==> config.mk <==
export PLATFORM = sky130hd
export DESIGN_NAME = cmwc_ctrl
export DESIGN_NICKNAME = d
export VERILOG_FILES = /design/src/design/cmwc_pkg.sv /design/src/design/cmwc_ctrl.sv
export SDC_FILE = /design/constraint.sdc
export NUM_CORES = 1
export LEC_CHECK = 0
export BUFFER_PORTS_ARGS = -buffer_cell sky130_fd_sc_hd__buf_2
export CORE_AREA = 10 10 47 49
export CTS_CLUSTER_SIZE = 24
export DETAILED_ROUTE_END_ITERATION = 8
export DIE_AREA = 0 0 57 59
export GPL_ROUTABILITY_DRIVEN = 0
export GPL_TIMING_DRIVEN = 0
export PLACE_DENSITY = 0.43
export SYNTH_ARGS = -nofsm -noshare
export SYNTH_HDL_FRONTEND = slang
export SYNTH_SLANG_ARGS = --single-unit
==> constraint.sdc <==
create_clock -name clk -period 1.6 [get_ports clk]
set_input_delay 0.24 -clock clk [delete_from_list [all_inputs] [get_ports clk]]
set_output_delay 0.24 -clock clk [all_outputs]
set_load 0.005 [all_outputs]
==> src/design/cmwc_pkg.sv <==
// Shared constants, command/status types and controller states for the
// complementary multiply-with-carry generator. No dependencies.

package cmwc_pkg;

    // Lag table geometry
    localparam int TABLE_SIZE = 4096;
    localparam int ADDR_W     = $clog2(TABLE_SIZE);
    localparam int IDX_W      = 12;

    // Generator constants
    localparam logic [31:0]      GOLDEN      = 32'h9e37_79b9;
    localparam logic [14:0]      MULT        = 15'd18782;
    localparam logic [31:0]      COMPL       = 32'hffff_fffe;
    localparam logic [18:0]      CARRY_INIT  = 19'd362436;
    localparam logic [IDX_W-1:0] INDEX_INIT  = IDX_W'(TABLE_SIZE - 1);

    // Input action codes (tuser on the slave side)
    localparam logic ACTION_NEXT = 1'b0;
    localparam logic ACTION_SEED = 1'b1;

    // Result kind codes (tuser on the master side)
    localparam logic KIND_WORD = 1'b0;
    localparam logic KIND_SEED = 1'b1;

    typedef enum logic [2:0] {
        ST_IDLE,
        ST_FILL,
        ST_SEED_ACK,
        ST_MUL,
        ST_FINISH
    } cmwc_state_t;

    // Controller to datapath commands
    typedef struct packed {
        logic seed_load;    // capture seed, restart fill address
        logic fill_step;    // write one table entry during seeding
        logic read_next;    // advance index and read the lag entry
        logic mul_step;     // register multiply-add
        logic word_finish;  // write back, update carry, load result word
        logic seed_finish;  // load seed acknowledgement
    } cmwc_cmd_t;

    // Datapath to controller status
    typedef struct packed {
        logic fill_last;    // current fill address is the last entry
        logic out_free;     // output register can take a result this cycle
    } cmwc_status_t;

endpackage

==> src/design/cmwc_ctrl.sv <==
// Controller state machine for the CMWC generator: sequences seeding
// fills and word generation. Depends on cmwc_pkg.

module cmwc_ctrl
    import cmwc_pkg::*;
(
    input  logic         clk,
    input  logic         rst_n,
    input  logic         in_valid,
    input  logic         in_action,
    output logic         in_ready,
    input  cmwc_status_t status,
    output cmwc_cmd_t    cmd
);

    cmwc_state_t state_reg;
    cmwc_state_t state_next;

    // State register
    always_ff @(posedge clk or negedge rst_n)
    begin
        if (!rst_n)
        begin
            state_reg <= ST_IDLE;
        end
        else
        begin
            state_reg <= state_next;
        end
    end

    // Next state and commands
    always_comb
    begin
        state_next = state_reg;
        cmd        = '0;
        in_ready   = 1'b0;
        unique case (state_reg)
            ST_IDLE:
            begin
                in_ready = 1'b1;
                if (in_valid)
                begin
                    if (in_action == ACTION_SEED)
                    begin
                        cmd.seed_load = 1'b1;
                        state_next    = ST_FILL;
                    end
                    else
                    begin
                        cmd.read_next = 1'b1;
                        state_next    = ST_MUL;
                    end
                end
            end
            ST_FILL:
            begin
                cmd.fill_step = 1'b1;
                if (status.fill_last)
                begin
                    state_next = ST_SEED_ACK;
                end
            end
            ST_SEED_ACK:
            begin
                // Hold until the output register frees up
                if (status.out_free)
                begin
                    cmd.seed_finish = 1'b1;
                    state_next      = ST_IDLE;
                end
            end
            ST_MUL:
            begin
                cmd.mul_step = 1'b1;
                state_next   = ST_FINISH;
            end
            ST_FINISH:
            begin
                if (status.out_free)
                begin
                    cmd.word_finish = 1'b1;
                    state_next      = ST_IDLE;
                end
            end
            default:
            begin
                state_next = ST_IDLE;
            end
        endcase
    end

endmodule

-- Word level (Yosys, flattened, before mapping)
Cells that the tools add are included.
- equality and inequality tests: 7
- multiplexer cells: 17
- reduce and logical (&&, ||, !) cells: 3
- operator list (kind ; number):
    1-bit two-way mux ; 12
    3-bit case mux with 4 select lines ; 1
    3-bit two-way mux ; 3
    3-bit by 2-bit == test with 1-bit output, second input constant ; 2
    2-bit inequality test, second input constant ; 2
    3-bit by 1-bit == test with 1-bit output, second input constant ; 1
    3-bit == test, second input constant ; 1
    3-bit logical NOT ; 1
    3-bit AND reduction ; 1
    2-bit two-way mux ; 1
    2-bit by 1-bit inequality test with 1-bit output, second input constant ; 1
    2-bit OR reduction ; 1
- register bits: 3
- output and inout bits: 7
- word-level logic and storage cells: 28

-- Depth between registers and ports, before layout
- depth in word-level cells: 4
- depth in mapped cells: 3
- depth with buffers taken out: 2

-- Worst setup path before layout
No wires, ideal clock.
- path kind: reg2out
- start: reg state_reg[0]
- end: out cmd[3] in the netlist's numbering
- arrival time: 954 ps
- setup slack: 406 ps
- stages on the path, launching flop included: 4
- buffers on the path: 1
- cells stage by stage: dfrtp_1 -> buf_6 -> nor3_1 -> and3b_1
- RTL lines (what ; line ; source):
    from (decl) ; cmwc_ctrl.sv:16 ; cmwc_state_t state_reg;
    from (signal assigned) ; cmwc_ctrl.sv:28 ; state_reg <= state_next;
    to (decl) ; cmwc_ctrl.sv:13 ; output cmwc_cmd_t cmd

==> summary.md <==
| Metric | Value |
|---|---|
| Area Growth Syn to Fin | `58.1%` |
| 1st-iter DRT viols | `0` |
| Worst Clk Skew | `0.490 ps` |
| # diodes | `0` |
| Share of cells above drive strength 1 | `50.0%` |
| Setup repair after global routing missed its margin | `no` |
| Commonest non-fill, non-tap cell in the layout | `buf_2` |
| Die span in y | `59 um` |
| Clock-pin slew on the worst setup and hold paths | `40 ps` |
| Critical path class | `flip-flop to primary output` |
| Total GRT Usage | `4.50%` |
| Final Non-Filler Cells | `54` |
| Lkg Pwr | `0.176 nW` |
| Die width | `57 um` |
| First-pass GRT wire length | `1.09 mm` |
| Initial Util | `14.9%` |
| Row count | `14` |
| TritonCTS clock tree | `yes` |
| Final cycle utilization of the critical path | `91.3%` |
| Critical path peak fanout | `8` |
| Clock Path Buffers | `2` |
| Syn. warnings | `0` |
| Switching share of total power | `37.2%` |
| Share of power burned in registers | `30.5%` |
| Hold Crit Class | `input pin to flip-flop` |
| Port-buffer cells | `12` |
| Worst Path Arrival | `1220 ps` |
| Xor/xnor cell area share of the yosys netlist | `0%` |
| Worst path max stage delay | `460 ps` |
| Largest net degree at the start of global routing | `11` |
| Clock Tree Root | `clkbuf_4` |
| Syn Nets | `27` |
| Min Tclk post-route | `1460 ps` |
| Setup_tns | `0 ps` |
| Die Area | `3360 um2` |
| Pwr Density | `1690 nW/um2` |
| Initial antenna violation count | `0` |
| Commonest non-fill, non-tap cells in the layout | `buf_2, clkbuf_4, dfrtp_1` |
| Avg Cell Area, Syn | `9.95 um2` |
| Gate count of the mapped netlist | `21` |
| Synth top area cells | `dfrtp_1, and3b_1, a211oi_2, and3_1, buf_6` |
| Max-cap violation count | `0` |
| Relative slew slack | `80.7%` |
| Psw | `0.000207 W` |
| Worst setup SP type | `flip-flop` |
| Drt via density | `4.19` |
| Max reg flops | `3` |
| Vias | `226` |
| Status | `finished clean` |
| Clock Power Share | `23.7%` |
| Slew Limit Fails | `0` |
| Worst setup margin | `140 ps` |
| Synth Cell Area | `209 um2` |
| Setup Viol. Count Final | `0` |
| Hold Fails Final Rpt | `0` |
| Worst slack at placement | `317 ps` |
| Worst EP required | `1360 ps` |
| H-tree depth | `1` |
| Drt drc | `0` |
| Distinct cells, synth | `17` |
| I/O pin count | `13` |
| Slew @ Worst Pin | `289 ps` |
| Max Freq | `0.685 GHz` |
| Power share of the combinational group | `45.8%` |
| Area of the multi-input gates | `124 um2` |
| Post-synthesis adder-cell area fraction | `0%` |
| Share of the synthesized area in the top cell type | `35.9%` |
| Post-synthesis mux area share | `0%` |
| Post-route ant nets | `0` |
| Routed wire length per instance | `11.5 um` |
| Finished Core Util | `23.6%` |
| Critical-path top delay cell | `dfrtp_1` |
| CP cell instances | `nor3_2 > and3b_1 > buf_2` |
| Post-CTS setup buffers | `0` |
| Core footprint | `1400 um2` |
| Yosys reg bits | `3` |
| Cell taking the most area after synthesis | `dfrtp_1` |
| DP Wirelength | `488 um` |
| Register area | `75.1 um2` |
| Worst Setup End Kind | `primary output` |
| Total Routed Length | `620 um` |
| First-pass DRT Iterations | `1` |
| Compound-gate portion of the synthesized area | `19.8%` |
| Main combinational cell family by area after synthesis | `simple AND/OR/NAND/NOR gates` |
| Final #Nets | `45` |
| Internal Power | `0.000350 W` |
| Simple-gate share of the synthesized area | `37.1%` |
| Register area share after synthesis | `35.9%` |
| Fillers | `171` |
| Worst vdd ir | `0.435 mV` |
| Clock sink total | `3` |
| Placed cells | `49` |
| CTS Buf Count | `3` |
| Vias in the first global route | `278` |
| Congestion Overflow GR | `0` |
| Worst-skew pair later-pin latency | `230 ps` |
## per-layer routing
metal / vias to the layer above / part of all wire, % / global-route usage, %
li1: 113 / - / -
met1: 101 / 43 / 3.92
met2: 10 / 45 / 5.58
met3: 2 / 7.6 / 2.36
met4: 0 / 3.4 / 8.05
met5: - / 0 / 0
## power by group through the flow
stage | registers [W] | clock network [W] | logic (W)
floorplan | 0.000149 | 0 | 0.000167
global placement | 0.000167 | 0 | 0.000252
detailed placement | 0.000166 | 0 | 0.000254
CTS | 0.000165 | 0.000141 | 0.000255
global route | 0.000176 | 0.000147 | 0.000289
finish | 0.000170 | 0.000132 | 0.000255
## Yosys cell counts
library cell,n
a211oi_1,1
a211oi_2,1
a21oi_1,1
a31o_2,1
and3_1,2
and3b_1,2
buf_6,1
dfrtp_1,3
inv_1,1
nand2b_1,1
nor2_1,1
nor3_1,1
nor3b_1,1
nor4b_1,1
o21a_1,1
or2b_1,1
or3b_1,1
## worst max-delay path: cells and delay by family, from the launching register on
family / cells / cell delay (ps)
buffers and inverters: 1 / 110
and+or+nand+nor: 2 / 430
DFF: 1 / 460
## kinds of logic after synthesis
group                  after synthesis
buffers and inverters                2
AOI/OAI and AO/OA                    5
DFF                                  3
and+or+nand+nor                     11
## per-stage QoR
stage / power [W] / area [um2] / hold slack (ps)
after detailed placement: 0.000420 / 289 / 37.6
after global routing: 0.000612 / 330 / 288
after floorplan: 0.000316 / 209 / -55.6
after CTS: 0.000561 / 325 / 278
final: 0.000557 / 330 / 285
after global placement: 0.000419 / 289 / 38.4
## worst paths after layout
check,from,endpoint,slack [ps],cells after the start
setup / recovery,state_reg[1],cmd[3],140,3
hold / removal,status[1],state_reg[0],290,3
setup reg to reg,state_reg[0],state_reg[1],460,3
hold reg to reg,state_reg[2],state_reg[1],600,1
max in group asynchronous,rst_n,state_reg[1],1160,2
min in group asynchronous,rst_n,state_reg[0],340,2
## final cells by class
type                       instances  area share [%]
buffer                             1            3.41
clock buffer                       4            7.95
inverter                           1            1.14
multi-input combinational         16            37.5
sequential                         3            22.7
tap                               16            6.06
timing repair buffer              13            21.2
## timing repair
action | 4_1_cts | 5_1_grt
setup endpoints to repair | 0 | 2
endpoints found under the hold margin | 3 | 0
gates resized for setup | 0 | 1
hold buffers | 1 | 0
No activity file was read; power rests on OpenSTA's default activity.
